<file path="src/rtl/core/hbridge_ramp_with_reverse_coast_macros.svh">
// Assertion macros for the H-bridge speed ramp.
// Included by the RTL modules that carry concurrent checks; no other dependencies.
`ifndef HBRIDGE_RAMP_WITH_REVERSE_COAST_MACROS_SVH
`define HBRIDGE_RAMP_WITH_REVERSE_COAST_MACROS_SVH

`ifndef SYNTHESIS
`define HRRC_ASSERT_IMP(label, clk, rst, ante, cons) \
  label: assert property (@(posedge clk) disable iff (rst) (ante) |-> (cons)) \
    else $error("hrrc: same-cycle check failed");
`define HRRC_ASSERT_NEXT(label, clk, rst, ante, cons) \
  label: assert property (@(posedge clk) disable iff (rst) (ante) |=> (cons)) \
    else $error("hrrc: next-cycle check failed");
`else
`define HRRC_ASSERT_IMP(label, clk, rst, ante, cons)
`define HRRC_ASSERT_NEXT(label, clk, rst, ante, cons)
`endif

`endif

</file>
<file path="src/rtl/core/hrrc_pkg.sv">
// Types, codes and constants for the H-bridge speed ramp.
// Used by hrrc_ramp, hrrc_result and the top level; no dependencies.
package hrrc_pkg;

  localparam int FULL_PCT  = 100;
  localparam int FULL_DUTY = 255;

  localparam logic [15:0] UP_MS_RESET    = 16'd20;
  localparam logic [15:0] DOWN_MS_RESET  = 16'd50;
  localparam logic [15:0] COAST_MS_RESET = 16'd2000;

  typedef logic signed [7:0] level_t;

  typedef enum logic [1:0] {
    REQ_TICK  = 2'd0,
    REQ_SET   = 2'd1,
    REQ_BRAKE = 2'd2,
    REQ_COAST = 2'd3
  } req_t;

  typedef enum logic [1:0] {
    CFG_UP_MS    = 2'd0,
    CFG_DOWN_MS  = 2'd1,
    CFG_COAST_MS = 2'd2
  } cfg_index_t;

  typedef struct packed {
    logic [15:0] up_ms;
    logic [15:0] down_ms;
    logic [15:0] coast_ms;
  } cfg_t;

  typedef struct packed {
    level_t level;
    logic   enable;
    logic   active;
  } ramp_status_t;

  // true when the next one-percent step from lvl toward gl shrinks |lvl|
  function automatic logic toward_zero(level_t lvl, level_t gl);
    toward_zero = (lvl > 8'sd0 && gl < lvl) || (lvl < 8'sd0 && gl > lvl);
  endfunction

  // pct*255/100, divide by 100 as multiply by 5243 and shift by 19
  function automatic logic [7:0] duty_of(logic [6:0] pct);
    logic [14:0] prod;
    logic [27:0] scaled;
    prod   = 15'(pct) * 15'(FULL_DUTY);
    scaled = 28'(prod) * 28'd5243;
    if (pct == 7'd0) begin
      duty_of = 8'd0;
    end else if (pct >= 7'(FULL_PCT)) begin
      duty_of = 8'(FULL_DUTY);
    end else begin
      duty_of = scaled[26:19];
    end
  endfunction

endpackage

</file>
<file path="src/rtl/core/hrrc_ramp.sv">
// Ramp state and its single-pass update for one event.
// Depends on hrrc_pkg and hbridge_ramp_with_reverse_coast_macros.svh.
`include "hbridge_ramp_with_reverse_coast_macros.svh"

module hrrc_ramp (
  input  logic                  clk,
  input  logic                  rst,
  input  hrrc_pkg::cfg_t        cfg,
  input  logic                  step,
  input  hrrc_pkg::req_t        req,
  input  hrrc_pkg::level_t      target,
  output hrrc_pkg::ramp_status_t status
);
  import hrrc_pkg::*;

  level_t      level, level_next;
  level_t      goal, goal_next;
  logic        reversing, reversing_next;
  logic        in_coast, in_coast_next;
  logic        active, active_next;
  logic [15:0] wait_left, wait_left_next;
  logic        enable, enable_next;

  level_t level_stepped;
  level_t target_clamped;

  always_comb begin
    if (level < goal) begin
      level_stepped = level + 8'sd1;
    end else if (level > goal) begin
      level_stepped = level - 8'sd1;
    end else begin
      level_stepped = level;
    end
    if (target > 8'sd100) begin
      target_clamped = 8'sd100;
    end else if (target < -8'sd100) begin
      target_clamped = -8'sd100;
    end else begin
      target_clamped = target;
    end
  end

  always_comb begin
    level_next     = level;
    goal_next      = goal;
    reversing_next = reversing;
    in_coast_next  = in_coast;
    active_next    = active;
    wait_left_next = wait_left;
    enable_next    = enable;
    case (req)
      REQ_TICK: begin
        if (active) begin
          if (wait_left <= 16'd1) begin
            wait_left_next = '0;
            if (in_coast) begin
              in_coast_next = 1'b0;
              enable_next   = 1'b1;
              if (level != goal) begin
                wait_left_next = toward_zero(level, goal) ? cfg.down_ms : cfg.up_ms;
              end else begin
                active_next = 1'b0;
              end
            end else begin
              level_next = level_stepped;
              if (level_stepped == 8'sd0 && goal != 8'sd0 && reversing) begin
                reversing_next = 1'b0;
                in_coast_next  = 1'b1;
                enable_next    = 1'b0;
                wait_left_next = cfg.coast_ms;
              end else if (level_stepped == goal) begin
                active_next = 1'b0;
              end else begin
                wait_left_next = toward_zero(level_stepped, goal) ? cfg.down_ms
                                                                  : cfg.up_ms;
              end
            end
          end else begin
            wait_left_next = wait_left - 16'd1;
          end
        end
      end
      REQ_SET: begin
        goal_next      = target_clamped;
        reversing_next = (level > 8'sd0 && target_clamped < 8'sd0) ||
                         (level < 8'sd0 && target_clamped > 8'sd0);
        if (level != target_clamped && !active) begin
          active_next    = 1'b1;
          wait_left_next = toward_zero(level, target_clamped) ? cfg.down_ms : cfg.up_ms;
        end
      end
      REQ_BRAKE, REQ_COAST: begin
        level_next     = '0;
        goal_next      = '0;
        reversing_next = 1'b0;
        in_coast_next  = 1'b0;
        active_next    = 1'b0;
        wait_left_next = '0;
        enable_next    = (req == REQ_BRAKE);
      end
      default: begin
      end
    endcase
  end

  always_ff @(posedge clk) begin
    if (rst) begin
      level     <= '0;
      goal      <= '0;
      reversing <= 1'b0;
      in_coast  <= 1'b0;
      active    <= 1'b0;
      wait_left <= '0;
      enable    <= 1'b1;
    end else if (step) begin
      level     <= level_next;
      goal      <= goal_next;
      reversing <= reversing_next;
      in_coast  <= in_coast_next;
      active    <= active_next;
      wait_left <= wait_left_next;
      enable    <= enable_next;
    end
  end

  assign status = '{level: level_next, enable: enable_next, active: active_next};

  `HRRC_ASSERT_IMP(a_level_range, clk, rst, 1'b1, level <= 8'sd100 && level >= -8'sd100)
  `HRRC_ASSERT_IMP(a_coast_at_zero, clk, rst, in_coast, level == 8'sd0 && !enable && active)
  `HRRC_ASSERT_NEXT(a_stop_clears, clk, rst, step && (req == REQ_BRAKE || req == REQ_COAST),
                    !active && level == 8'sd0 && goal == 8'sd0)

endmodule

</file>
<file path="src/rtl/core/hrrc_result.sv">
// Result register: scales the level to PWM duties and holds the output beat.
// Depends on hrrc_pkg and hbridge_ramp_with_reverse_coast_macros.svh.
`include "hbridge_ramp_with_reverse_coast_macros.svh"

module hrrc_result (
  input  logic                   clk,
  input  logic                   rst,
  input  logic                   load,
  input  hrrc_pkg::ramp_status_t status,
  output logic                   advance,
  output logic                   m_tvalid,
  input  logic                   m_tready,
  // [7:0] fwd_duty, [15:8] rev_duty, [16] driver_enable,
  // [24:17] present_level, [25] ramping, [31:26] zero
  output logic [31:0]            m_tdata
);
  import hrrc_pkg::*;

  logic [7:0] fwd_duty, rev_duty;
  logic       driver_enable, ramping;
  level_t     present_level;
  level_t     level_neg;

  assign advance   = !m_tvalid || m_tready;
  assign level_neg = -status.level;

  always_ff @(posedge clk) begin
    if (rst) begin
      m_tvalid <= 1'b0;
    end else if (advance) begin
      m_tvalid <= load;
    end
  end

  always_ff @(posedge clk) begin
    if (advance && load) begin
      fwd_duty      <= (status.level > 8'sd0) ? duty_of(status.level[6:0]) : 8'd0;
      rev_duty      <= (status.level < 8'sd0) ? duty_of(level_neg[6:0]) : 8'd0;
      driver_enable <= status.enable;
      present_level <= status.level;
      ramping       <= status.active;
    end
  end

  assign m_tdata = {6'd0, ramping, present_level, driver_enable, rev_duty, fwd_duty};

  `HRRC_ASSERT_IMP(a_one_direction, clk, rst, m_tvalid, fwd_duty == 8'd0 || rev_duty == 8'd0)
  `HRRC_ASSERT_IMP(a_duty_sign, clk, rst, m_tvalid && fwd_duty != 8'd0, present_level > 8'sd0)

endmodule

</file>
<file path="src/rtl/core/hbridge_ramp_with_reverse_coast.sv">
// Top level of the H-bridge speed ramp: event register, ramp core, result register.
// Depends on hrrc_pkg, hrrc_ramp and hrrc_result.
//
// One event (tick, set target, brake or coast) is taken per clock and gives exactly one
// result beat. An event beat is held in an input register, the ramp state is updated from
// it in a single combinational pass and the result register is loaded, so each result
// passes through both registers. The rate is one event per cycle, limited only by the
// output side: the input stalls only while the result register is full and not taken.
// Configuration writes are always accepted and are meant for an idle block.
module hbridge_ramp_with_reverse_coast (
  input  logic        clk,
  input  logic        rst,
  input  logic        s_tvalid,
  output logic        s_tready,
  // [7:0] target_pct
  input  logic [7:0]  s_tdata,
  // [1:0] req_type
  input  logic [1:0]  s_tuser,
  output logic        m_tvalid,
  input  logic        m_tready,
  // [7:0] fwd_duty, [15:8] rev_duty, [16] driver_enable,
  // [24:17] present_level, [25] ramping, [31:26] zero
  output logic [31:0] m_tdata,
  input  logic        cfg_valid,
  output logic        cfg_ready,
  input  logic [1:0]  cfg_index,
  input  logic [15:0] cfg_data
);
  import hrrc_pkg::*;

  cfg_t         cfg;
  logic         item_valid;
  req_t         item_req;
  level_t       item_target;
  logic         advance;
  logic         step;
  ramp_status_t status;

  assign cfg_ready = 1'b1;

  always_ff @(posedge clk) begin
    if (rst) begin
      cfg.up_ms    <= UP_MS_RESET;
      cfg.down_ms  <= DOWN_MS_RESET;
      cfg.coast_ms <= COAST_MS_RESET;
    end else if (cfg_valid) begin
      case (cfg_index)
        CFG_UP_MS:    cfg.up_ms    <= cfg_data;
        CFG_DOWN_MS:  cfg.down_ms  <= cfg_data;
        CFG_COAST_MS: cfg.coast_ms <= cfg_data;
        default: begin
        end
      endcase
    end
  end

  assign s_tready = !item_valid || advance;
  assign step     = item_valid && advance;

  always_ff @(posedge clk) begin
    if (rst) begin
      item_valid <= 1'b0;
    end else if (s_tready) begin
      item_valid <= s_tvalid;
    end
  end

  always_ff @(posedge clk) begin
    if (s_tready && s_tvalid) begin
      item_req    <= req_t'(s_tuser);
      item_target <= s_tdata;
    end
  end

  hrrc_ramp u_ramp (
    .clk    (clk),
    .rst    (rst),
    .cfg    (cfg),
    .step   (step),
    .req    (item_req),
    .target (item_target),
    .status (status)
  );

  hrrc_result u_result (
    .clk      (clk),
    .rst      (rst),
    .load     (item_valid),
    .status   (status),
    .advance  (advance),
    .m_tvalid (m_tvalid),
    .m_tready (m_tready),
    .m_tdata  (m_tdata)
  );

endmodule

</file>
<file path="config.mk">
export PLATFORM = sky130hd
export DESIGN_NAME = hbridge_ramp_with_reverse_coast
export DESIGN_NICKNAME = d
export VERILOG_FILES = /design/src/rtl/core/hrrc_pkg.sv /design/src/rtl/core/hrrc_ramp.sv /design/src/rtl/core/hrrc_result.sv /design/src/rtl/core/hbridge_ramp_with_reverse_coast.sv
export VERILOG_INCLUDE_DIRS = /design/src /design/src/rtl/core
export SDC_FILE = /design/constraint.sdc
export NUM_CORES = 1
export LEC_CHECK = 0
export ABC_AREA = 0
export BUFFER_PORTS_ARGS = -buffer_cell sky130_fd_sc_hd__buf_2
export CAP_MARGIN = 20
export CORE_AREA = 2 2 127 253
export DETAILED_ROUTE_END_ITERATION = 8
export DIE_AREA = 0 0 129 255
export HOLD_SLACK_MARGIN = 0.03
export PLACE_DENSITY = 0.83
export SLEW_MARGIN = 10
export SYNTH_ARGS = -nofsm -noshare
export SYNTH_HDL_FRONTEND = slang
export SYNTH_HIERARCHICAL = 1
export SYNTH_SLANG_ARGS = --single-unit
export TNS_END_PERCENT = 5
</file>
<file path="constraint.sdc">
create_clock -name clk -period 12.3 [get_ports clk]
set_input_delay 0 -clock clk [delete_from_list [all_inputs] [get_ports clk]]
set_output_delay 0 -clock clk [all_outputs]
set_load 0.1 [all_outputs]
</file>
==> results of run 1 <==
==> per-stage QoR <==
stage                util  std cells  worst slack (ns)
global route        0.639       2499           -0.0574
detailed placement  0.604       2428          -0.00974
floorplan               -       1974             0.127
CTS                 0.633       2493            0.0584
finish              0.639       2499             0.508
global placement    0.604       2428             0.266
==> worst max-delay path by stage <==
stage | from | endpoint | slack [ns] | cells past startpoint
after detailed placement | u_ramp/level[6] | u_result/rev_duty[6] | -0.01 | 48
after CTS | u_ramp/level[6] | u_result/rev_duty[7] | 0.06 | 48
after global routing | u_ramp/level[6] | u_result/rev_duty[7] | -0.06 | 49
after global placement | u_ramp/level[6] | u_result/rev_duty[7] | 0.27 | 48
after floorplan | u_ramp/level[5] | u_result/rev_duty[3] | 0.13 | 49
final | u_ramp/level[6] | u_result/rev_duty[6] | 0.51 | 50
==> worst max-delay path: cells and delay by family, from the launching register on <==
kind,cells,cell delay [ns]
compound gates,10,1.86
xor+xnor,5,0.83
fa+ha+maj,14,5.39
buf+inv,10,0.92
flops,1,0.37
mux,2,0.53
simple gates,9,1.59
==> flip-flops by register name, indices dropped and copies added (netlist names), 2 cells and up <==
signal                  flops
u_result/rev_duty           8
u_result/fwd_duty           8
item_req                    2
item_target                 8
u_ramp/goal                 8
u_ramp/wait_left           16
u_ramp/level                8
cfg                        48
u_result/present_level      8
==> cell usage in the layout, fill, tap and decap left out, types with 13 or more instances in the layout <==
master and instances:
inv_1 351, ha_1 306, fa_1 164, nor2_1 134, mux2i_1 93, dfxtp_1 85, a21oi_1 83, nand2b_1 61
buf_2 60, nand2_1 56, xnor2_1 50, o21ai_0 49, buf_4 48, edfxtp_1 36, dlygate4sd3_1 33, nand3_1 25
xor2_1 23, a21o_1 22, nor3_1 22, o211ai_1 22, o2111ai_1 20, clkbuf_16 17, a31oi_1 15, and2_1 14
nand4_1 14, a211oi_1 14, or3_1 13, o31ai_1 13
==> power breakdown <==
group | leakage (nW) | internal, mW | switching, mW
Combinational | 9.14 | 0.142 | 0.272
Clock | 0.278 | 0.282 | 0.208
Sequential | 1.04 | 0.431 | 0.0180
Total | 10.5 | 0.854 | 0.498
==> synthesized netlist by cell type, types with 6 or more instances <==
cell type | count | share of area
a211oi_1 | 15 | 0.0063
a21o_1 | 22 | 0.0092
a21oi_1 | 85 | 0.024
a22oi_1 | 9 | 0.0038
a31oi_1 | 16 | 0.0056
and2_1 | 14 | 0.0049
and4_1 | 8 | 0.0039
buf_2 | 17 | 0.0047
buf_4 | 12 | 0.0050
clkbuf_1 | 37 | 0.0077
dfxtp_1 | 86 | 0.096
edfxtp_1 | 36 | 0.060
fa_1 | 164 | 0.18
ha_1 | 306 | 0.21
inv_1 | 354 | 0.074
mux2i_1 | 93 | 0.052
nand2_1 | 56 | 0.012
nand2b_1 | 61 | 0.021
nand3_1 | 25 | 0.0069
nand3b_1 | 6 | 0.0025
nand4_1 | 14 | 0.0049
nor2_1 | 134 | 0.028
nor2b_1 | 10 | 0.0035
nor3_1 | 26 | 0.0072
nor4_1 | 12 | 0.0042
o2111ai_1 | 20 | 0.0097
o211ai_1 | 22 | 0.0092
o21a_1 | 9 | 0.0038
o21ai_0 | 50 | 0.014
o21bai_1 | 7 | 0.0029
o22ai_1 | 6 | 0.0021
o31ai_1 | 13 | 0.0054
or3_1 | 13 | 0.0045
xnor2_1 | 57 | 0.028
xor2_1 | 24 | 0.012
==> timing repair <==
| action | CTS | global route |
|---|---|---|
| hold buffers | 33 | 0 |
| cloned | 0 | 1 |
| buffers inserted | 0 | 4 |
| endpoints found under the setup margin | 2 | 12 |
| gates resized for setup | 1 | 27 |
| endpoints found under the hold margin | 63 | 0 |
| pin swaps | 0 | 1 |
==> area by class of cell <==
cell class	instances	area, um^2	share of cell area
Multi-Input combinational cell	1423	13700	0.687
Tap cell	423	529	0.0266
Clock buffer	17	425	0.0214
Clock inverter	15	141	0.00710
Sequential cell	122	2800	0.141
Timing Repair Buffer	142	1000	0.0503
Inverter	357	1340	0.0673
==> per-layer routing <==
layer	share of wire	wire, um	global-route usage
met5	0	0	0
met4	0.032	1410	0.0957
met3	0.063	2790	0.0309
met2	0.49	21800	0.453
met1	0.42	18500	0.358
==> cell families (layout without fill, tap and decap cells) <==
group | after synthesis | count (layout)
AOI/OAI and AO/OA | 343 | 343
xor gates and xnor gates | 83 | 84
adders and majority gates | 470 | 470
buffers and inverters | 430 | 531
DFF | 122 | 122
muxes | 97 | 97
other | 2 | 7
and+or+nand+nor | 422 | 422
==> impl_metrics.env, run 1 <==
export IMPL_status="finished, final reports clean"
export IMPL_start_kind="register"
export IMPL_final_setup_tns_ns=0
export IMPL_dieHeight_um=255
export IMPL_synth_fa_ha_area_frac=0.395
export IMPL_grt_pass1_vias=14400
export IMPL_grt_max_degree=108
export IMPL_cts_tree="done"
export IMPL_r2r_cells=50
export IMPL_worst_hold_slack_ns=0.0890
export IMPL_ir_drop_mv=0.107
export IMPL_clock_root_buffer="clkbuf_16"
export IMPL_area_growth_pct=10.6
export IMPL_p_total_mw=1.35
export IMPL_synth_area_mm2=0.0180
export IMPL_detail_route_antenna_nets=0
export IMPL_start_util=0.577
export IMPL_crit_type="register to register"
export IMPL_drv_cap=0
export IMPL_port_buffers=60
export IMPL_fmax_mhz=84.8
export IMPL_period_share=0.959
export IMPL_path_max_fanout=7
export IMPL_async_reset_ff_frac=0
export IMPL_synthCells=1969
export IMPL_powerDensity_mw_per_mm2=67.9
export IMPL_reg2reg_slack_ns=0.51
export IMPL_r2r_end="u_result/rev_duty[6]"
export IMPL_worst_path_max_delay_cell="or4_4"
export IMPL_period_minus_slack_ns=11.79
export IMPL_synth_simple_area_share=0.126
export IMPL_finalHoldViolCount=0
export IMPL_wl_per_cell_um=17.8
export IMPL_holdPathEnd="cfg[36]"
export IMPL_antenna_found_initial=0
export IMPL_cts_htree_levels=4
export IMPL_yosys_mux_area_fraction=0.0542
export IMPL_setup_violations=0
export IMPL_ys_flop_type="dfxtp_1"
export IMPL_path_clk_slew_ns=0.06
export IMPL_die_w_um=129
export IMPL_firstDrtPassIters=6
export IMPL_yosysWarnings=6
export IMPL_nNetsFinal=2566
export IMPL_ys_seq_area_frac=0.156
export IMPL_cts_inserted_buffers=17
export IMPL_hp_start="cfg_valid"
export IMPL_synth_edf_count=36
export IMPL_dpl_hpwl_um=34200
export IMPL_final_layout_size_suffix_gt1_frac=0.100
export IMPL_crit_path_max_incr_delay_ns=0.56
export IMPL_ys_types=97
export IMPL_drv_slew=0
export IMPL_holdCritPathClass="primary input to register"
export IMPL_drc=0
export IMPL_worst_pin_slew_ns=1.11
export IMPL_synth_compound_area_share=0.132
export IMPL_dieArea_mm2=0.0329
export IMPL_clk_insertion_delay_late_ns=0.43
export IMPL_fp_row_count=92
export IMPL_synth_seq_cells=122
export IMPL_slew_headroom=0.261
export IMPL_first_iter_violations=1505
export IMPL_fin_area_mm2=0.0199
export IMPL_vias=14600
export IMPL_pin_count=68
export IMPL_avgSynthCellArea_um2=9.14
export IMPL_clock_sinks=122
export IMPL_finClkSkew_ns=0.0128
export IMPL_synth_xor_area_frac=0.0416
export IMPL_avgViaCountPerCell=5.83
export IMPL_end_kind="register"
export IMPL_synth_top_family_by_area="adder cells"
export IMPL_placed_cell_area_mm2=0.0188
export IMPL_critPathArrivalTime_ns=11.93
export IMPL_routed_wl_um=44500
export IMPL_num_fill_cells=2431
export IMPL_clock_path_buffers=2
export IMPL_p_leak_nw=10.5
export IMPL_diodes=0
export IMPL_cp_required_ns=12.44
export IMPL_track_usage=0.270
export IMPL_gp_congestion=0.968
export IMPL_r2r_start="u_ramp/level[6]"
export IMPL_grt_pass1_wl_um=70900
export IMPL_worstHoldPathCells=3
export IMPL_overflow=0
export IMPL_core_area_mm2=0.0312
(Power assumes the default switching activity.)
==> run 2, diff against run 1 <==
--- a/config.mk
+++ b/config.mk
@@ -13,7 +13,9 @@
 export DETAILED_ROUTE_END_ITERATION = 8
 export DIE_AREA = 0 0 129 255
 export HOLD_SLACK_MARGIN = 0.03
+export MAX_ROUTING_LAYER = met4
 export PLACE_DENSITY = 0.83
+export RECOVER_POWER = 100
 export SLEW_MARGIN = 10
 export SYNTH_ARGS = -nofsm -noshare
 export SYNTH_HDL_FRONTEND = slang
==> impl_metrics.env, run 2 (synthesis gave the netlist of run 1 again) <==
export IMPL_status="complete, but fails checks"
export IMPL_violations="max-capacitance violations, max-slew violations"
export IMPL_wl_met3_um=2850
export IMPL_period_share=0.959
export IMPL_top_layer="met4"
export IMPL_cts_inserted_buffers=17
export IMPL_largest_reg_flops=48
export IMPL_setup_violations=0
export IMPL_crit_start="u_ramp/level[5]"
export IMPL_fp_row_count=92
export IMPL_reg_top3="cfg x48, u_ramp/wait_left x16"
export IMPL_top_register="cfg"
export IMPL_pwr_share_clk=0.358
export IMPL_layout_common_cells="inv_1, ha_1, fa_1"
export IMPL_routed_wl_um=44800
export IMPL_holdCritPathClass="primary input to register"
export IMPL_path_buf_inv=10
export IMPL_placed_cell_area_mm2=0.0189
export IMPL_die_w_um=129
export IMPL_first_iter_violations=1317
export IMPL_period_minus_slack_ns=11.79
export IMPL_grt_max_degree=93
export IMPL_setup_ws_ns=0.510
export IMPL_end_kind="register"
export IMPL_clock_root_buffer="clkbuf_16"
export IMPL_reg2reg_slack_ns=0.51
export IMPL_track_usage=0.284
export IMPL_grt_pass1_wl_um=72400
export IMPL_crit_type="register to register"
export IMPL_cts_htree_levels=4
export IMPL_path_max_fanout=8
export IMPL_crit_path_max_incr_delay_ns=0.55
export IMPL_ir_drop_mv=0.0951
export IMPL_area_growth_pct=10.6
export IMPL_clock_path_buffers=2
export IMPL_core_area_mm2=0.0312
export IMPL_p_sw_frac=0.362
export IMPL_firstDrtPassIters=7
export IMPL_nNetsFinal=2571
export IMPL_pin_count=68
export IMPL_p_int_uw=856
export IMPL_detail_route_antenna_nets=0
export IMPL_vias=14700
export IMPL_start_util=0.577
export IMPL_critPathTopFamily="adder cells"
export IMPL_grt_pass1_vias=14700
export IMPL_met1_length_um=18800
export IMPL_num_fill_cells=2478
export IMPL_dieArea_mm2=0.0329
export IMPL_pre_cts_slack_ns=0.243
export IMPL_cp_required_ns=12.45
export IMPL_final_layout_size_suffix_gt1_frac=0.0851
export IMPL_worst_path_max_delay_cell="fa_1"
export IMPL_finClkSkew_ns=0.00993
export IMPL_gp_congestion=0.986
export IMPL_fmax_mhz=84.8
export IMPL_clk_insertion_delay_late_ns=0.43
export IMPL_seqPwrFrac=0.335
export IMPL_crit_top_cell="ha_1"
export IMPL_fin_area_mm2=0.0199
export IMPL_drv_cap=2
export IMPL_final_common_cell="inv_1"
export IMPL_hp_start="cfg_valid"
export IMPL_dpl_hpwl_um=34300
export IMPL_slew_headroom=-1.20
export IMPL_drv_slew=120
export IMPL_overflow=0
export IMPL_dr_wl_met2_um=21500
export IMPL_p_leak_nw=10.4
export IMPL_dieHeight_um=255
export IMPL_antenna_found_initial=0
export IMPL_cts_tree="done"
export IMPL_port_buffers=60
export IMPL_diodes=0
export IMPL_avgViaCountPerCell=5.87
export IMPL_clock_sinks=122
export IMPL_critPathArrivalTime_ns=11.94
export IMPL_wl_per_cell_um=17.9
export IMPL_drc=0
export IMPL_powerDensity_mw_per_mm2=67.4
export IMPL_final_setup_tns_ns=0
export IMPL_r2r_start="u_ramp/level[5]"
export IMPL_worst_pin_slew_ns=3.30
export IMPL_path_clk_slew_ns=0.06
export IMPL_finalHoldViolCount=0
export IMPL_pwr_share_comb=0.307
export IMPL_start_kind="register"
export IMPL_p_switching_uw=486
## run 2: cell types whose count changed in the layout (fill, tap and decap cells not counted), moves of 3 or more
cell / change
clkbuf_1: +34
buf_2: -30
buf_4: +6
clkinv_4: -3
## run 2: metrics by stage
| step | power [mW] | hold WS, ns | instances | util |
|---|---|---|---|---|
| after floorplan | 0.751 | 0.0691 | 1974 | - |
| after global placement | 0.832 | 0.176 | 2432 | 0.605 |
| after detailed placement | 0.842 | 0.178 | 2432 | 0.605 |
| after CTS | 1.32 | 0.157 | 2495 | 0.633 |
| after global routing | 1.40 | 0.192 | 2503 | 0.638 |
| final | 1.34 | 0.185 | 2503 | 0.638 |
## run 2: layer usage
layer  track usage  vias to the layer above
met5             -                        -
met4         0.110                        0
met3        0.0328                      122
met2         0.455                      601
met1         0.369                     7056
li1              -                     6906
## run 2: final cells by class
| class | instances | area, um^2 | area share |
|---|---|---|---|
| clock buffer | 22 | 497 | 0.0250 |
| clock inverter | 9 | 58.8 | 0.00295 |
| inverter | 357 | 1340 | 0.0673 |
| multi-input combinational | 1422 | 13700 | 0.687 |
| sequential | 122 | 2800 | 0.141 |
| tap | 423 | 529 | 0.0266 |
| timing repair buffer | 148 | 996 | 0.0500 |
## run 2: worst reg2reg max path: cells and delay by family (launching register included)
| family | cells | cell delay [ns] |
|---|---|---|
| multiplexers | 2 | 0.43 |
| XOR/XNOR | 4 | 0.70 |
| AO/OA/AOI/OAI | 9 | 1.57 |
| adder cells (fa/ha/maj) | 14 | 5.58 |
| buffers and inverters | 10 | 0.96 |
| flip-flops | 1 | 0.32 |
| AND/OR/NAND/NOR | 10 | 1.95 |
## run 2: final timing paths
check / end / cells after the start
max: u_result/rev_duty[7] / 49
min: cfg[31] / 3
max reg2reg: u_result/rev_duty[7] / 49
min reg2reg: cfg[3] / 2
## run 2: timing repair
action | in CTS | in global routing
hold buffers | 32 | 0
setup buffers | 0 | 8
resized for setup | 0 | 29
hold endpoints to repair | 67 | 0
setup endpoints to repair | 0 | 10
## run 2: power by group through the flow
stage / logic (mW) / registers [mW] / clock network (mW)
floorplan: 0.275 / 0.476 / 0
global placement: 0.376 / 0.456 / 0
detailed placement: 0.385 / 0.456 / 0
CTS: 0.396 / 0.448 / 0.476
global route: 0.448 / 0.451 / 0.498
finish: 0.412 / 0.449 / 0.481
==> run 3, diff against run 2 <==
--- a/config.mk
+++ b/config.mk
@@ -12,7 +12,7 @@
 export CORE_AREA = 2 2 127 253
 export DETAILED_ROUTE_END_ITERATION = 8
 export DIE_AREA = 0 0 129 255
-export HOLD_SLACK_MARGIN = 0.03
+export HOLD_SLACK_MARGIN = 0.12
 export MAX_ROUTING_LAYER = met4
 export PLACE_DENSITY = 0.83
 export RECOVER_POWER = 100
==> constraint.sdc (replaced) <==
create_clock -name clk -period 12.3 [get_ports clk]
set_input_delay 0.615 -clock clk [delete_from_list [all_inputs] [get_ports clk]]
set_output_delay 0.615 -clock clk [all_outputs]
set_load 0.1 [all_outputs]
==> impl_metrics.env, run 3 (synthesis gave the netlist of run 1 again) <==
export IMPL_status="complete, but fails checks"
export IMPL_violations="max-capacitance violations, max-slew violations"
export IMPL_clock_path_buffers=2
export IMPL_seqCellArea_mm2=0.00280
export IMPL_ir_drop_mv=0.100
export IMPL_top_usage_layer="met2"
export IMPL_grtUsageMet1=0.361
export IMPL_gp_congestion=0.986
export IMPL_worst_path_max_delay_cell="fa_1"
export IMPL_die_w_um=129
export IMPL_multi_input_area_mm2=0.0137
export IMPL_top_register="cfg"
export IMPL_p_leak_nw=10.2
export IMPL_path_max_fanout=8
export IMPL_final_common_cell="inv_1"
export IMPL_crit_type="register to register"
export IMPL_crit_path_max_incr_delay_ns=0.55
export IMPL_holdCritPathClass="primary input to register"
export IMPL_antenna_found_initial=2
export IMPL_clk_insertion_delay_late_ns=0.42
export IMPL_setup_ws_ns=0.517
export IMPL_grt_max_degree=93
export IMPL_powerDensity_mw_per_mm2=67.4
export IMPL_detail_route_antenna_nets=0
export IMPL_path_clk_slew_ns=0.06
export IMPL_slew_headroom=-1.16
export IMPL_dieHeight_um=255
export IMPL_period_minus_slack_ns=11.78
export IMPL_fin_area_mm2=0.0196
export IMPL_clock_sinks=122
export IMPL_r2r_end="u_result/rev_duty[7]"
export IMPL_grt_pass1_vias=14400
export IMPL_grt_util_met2=0.440
export IMPL_area_growth_pct=8.80
export IMPL_grt_pass1_wl_um=70400
export IMPL_final_layout_size_suffix_gt1_frac=0.0859
export IMPL_cts_htree_levels=4
export IMPL_fp_row_count=92
export IMPL_fmax_mhz=84.9
export IMPL_routed_wl_um=43300
export IMPL_end_kind="register"
export IMPL_setup_worst_path_end="u_result/rev_duty[7]"
export IMPL_setup_violations=0
export IMPL_crit_top_cell="ha_1"
export IMPL_core_area_mm2=0.0312
export IMPL_drv_cap=2
export IMPL_grtUsageMet3=0.0334
export IMPL_overflow=0
export IMPL_cts_tree="done"
export IMPL_nNetsFinal=2539
export IMPL_critPathArrivalTime_ns=11.93
export IMPL_placed_cell_area_mm2=0.0189
export IMPL_vias=14400
export IMPL_pin_count=68
export IMPL_start_kind="register"
export IMPL_largest_reg_flops=48
export IMPL_port_buffers=60
export IMPL_cts_inserted_buffers=17
export IMPL_layout_common_cells="inv_1, ha_1, fa_1"
export IMPL_r2r_start="u_ramp/level[5]"
export IMPL_worst_pin_slew_ns=3.24
export IMPL_pre_cts_slack_ns=0.243
export IMPL_num_fill_cells=2544
export IMPL_start_util=0.577
export IMPL_cp_required_ns=12.45
export IMPL_first_iter_violations=1262
export IMPL_firstDrtPassIters=8
export IMPL_crit_start="u_ramp/level[5]"
export IMPL_dpl_hpwl_um=34300
export IMPL_avgViaCountPerCell=5.84
export IMPL_wl_per_cell_um=17.5
export IMPL_finalHoldViolCount=0
export IMPL_finClkSkew_ns=0.00942
export IMPL_clock_root_buffer="clkbuf_16"
export IMPL_reg_top3="cfg x48, u_ramp/wait_left x16"
export IMPL_r2r_cells=49
export IMPL_period_share=0.958
export IMPL_drv_slew=120
export IMPL_final_setup_tns_ns=0
export IMPL_reg2reg_slack_ns=0.52
export IMPL_dieArea_mm2=0.0329
export IMPL_drc=0
export IMPL_track_usage=0.276
run 3: cell count changes in the layout (fill, tap and decap cells not counted):
| cell | before | now |
|---|---|---|
| diode_2 | 0 | 2 |
| xor2_1 | 22 | 23 |
| o21ba_4 | 0 | 1 |
| o21ba_2 | 1 | 0 |
| xor2_2 | 2 | 1 |
| dlygate4sd3_1 | 32 | 0 |
run 3: worst min-delay path by stage:
| stage | endpoint | from | slack [ns] | depth (start not counted) |
|---|---|---|---|---|
| 2_1_floorplan | u_result/m_tvalid | item_valid | 0.44 | 2 |
| 3_3_place_gp | u_result/m_tvalid | item_valid | 0.46 | 2 |
| 3_5_place_dp | u_result/m_tvalid | item_valid | 0.47 | 2 |
| 4_1_cts | item_target[3] | s_tdata[3] | 0.36 | 1 |
| 5_1_grt | item_target[3] | s_tdata[3] | 0.36 | 1 |
| 6_report | item_target[3] | s_tdata[3] | 0.37 | 1 |
run 3: metrics by stage:
| step | hold WS [ns] | total power, mW | util | instances |
|---|---|---|---|---|
| 6_report | 0.368 | 1.32 | 0.628 | 2473 |
| 2_1_floorplan | 0.437 | 0.751 | - | 1974 |
| 3_5_place_dp | 0.466 | 0.842 | 0.605 | 2432 |
| 3_3_place_gp | 0.462 | 0.832 | 0.605 | 2432 |
| 5_1_grt | 0.358 | 1.38 | 0.628 | 2473 |
| 4_1_cts | 0.358 | 1.31 | 0.622 | 2463 |
run 3: per-layer routing:
| metal | wire length [um] | part of all wire |
|---|---|---|
| met2 | 20700 | 0.48 |
| met4 | 1430 | 0.033 |
| met5 | 0 | 0 |
| met1 | 18400 | 0.43 |
| met3 | 2730 | 0.063 |
run 3: power breakdown:
group	internal (mW)	total, mW	switching (mW)
Clock	0.285	0.471	0.186
Combinational	0.133	0.401	0.268
Sequential	0.431	0.449	0.0176
Total	0.850	1.32	0.471
run 3: layout make-up:
| cell class | instances | share of cell area |
|---|---|---|
| repair buffers | 116 | 0.0345 |
| inverters | 357 | 0.0684 |
| diodes | 2 | 0.000255 |
| flip-flops and latches | 122 | 0.143 |
| well taps | 423 | 0.0270 |
| clock buffers | 22 | 0.0254 |
| multi-input cells | 1422 | 0.698 |
| clock inverters | 9 | 0.00300 |
run 3: repair_timing:
item,in CTS,in global routing
setup endpoints to repair,0,10
hold buffers,0,0
buffers inserted,0,8
gates resized for setup,0,30
run 3: critical path, delay by kind of cell (launching register included):
family	cells	cell delay (ns)
fa+ha+maj	14	5.56
flops	1	0.32
mux	2	0.37
xor+xnor	4	0.73
compound gates	9	1.56
buf+inv	10	0.90
simple gates	10	2.03
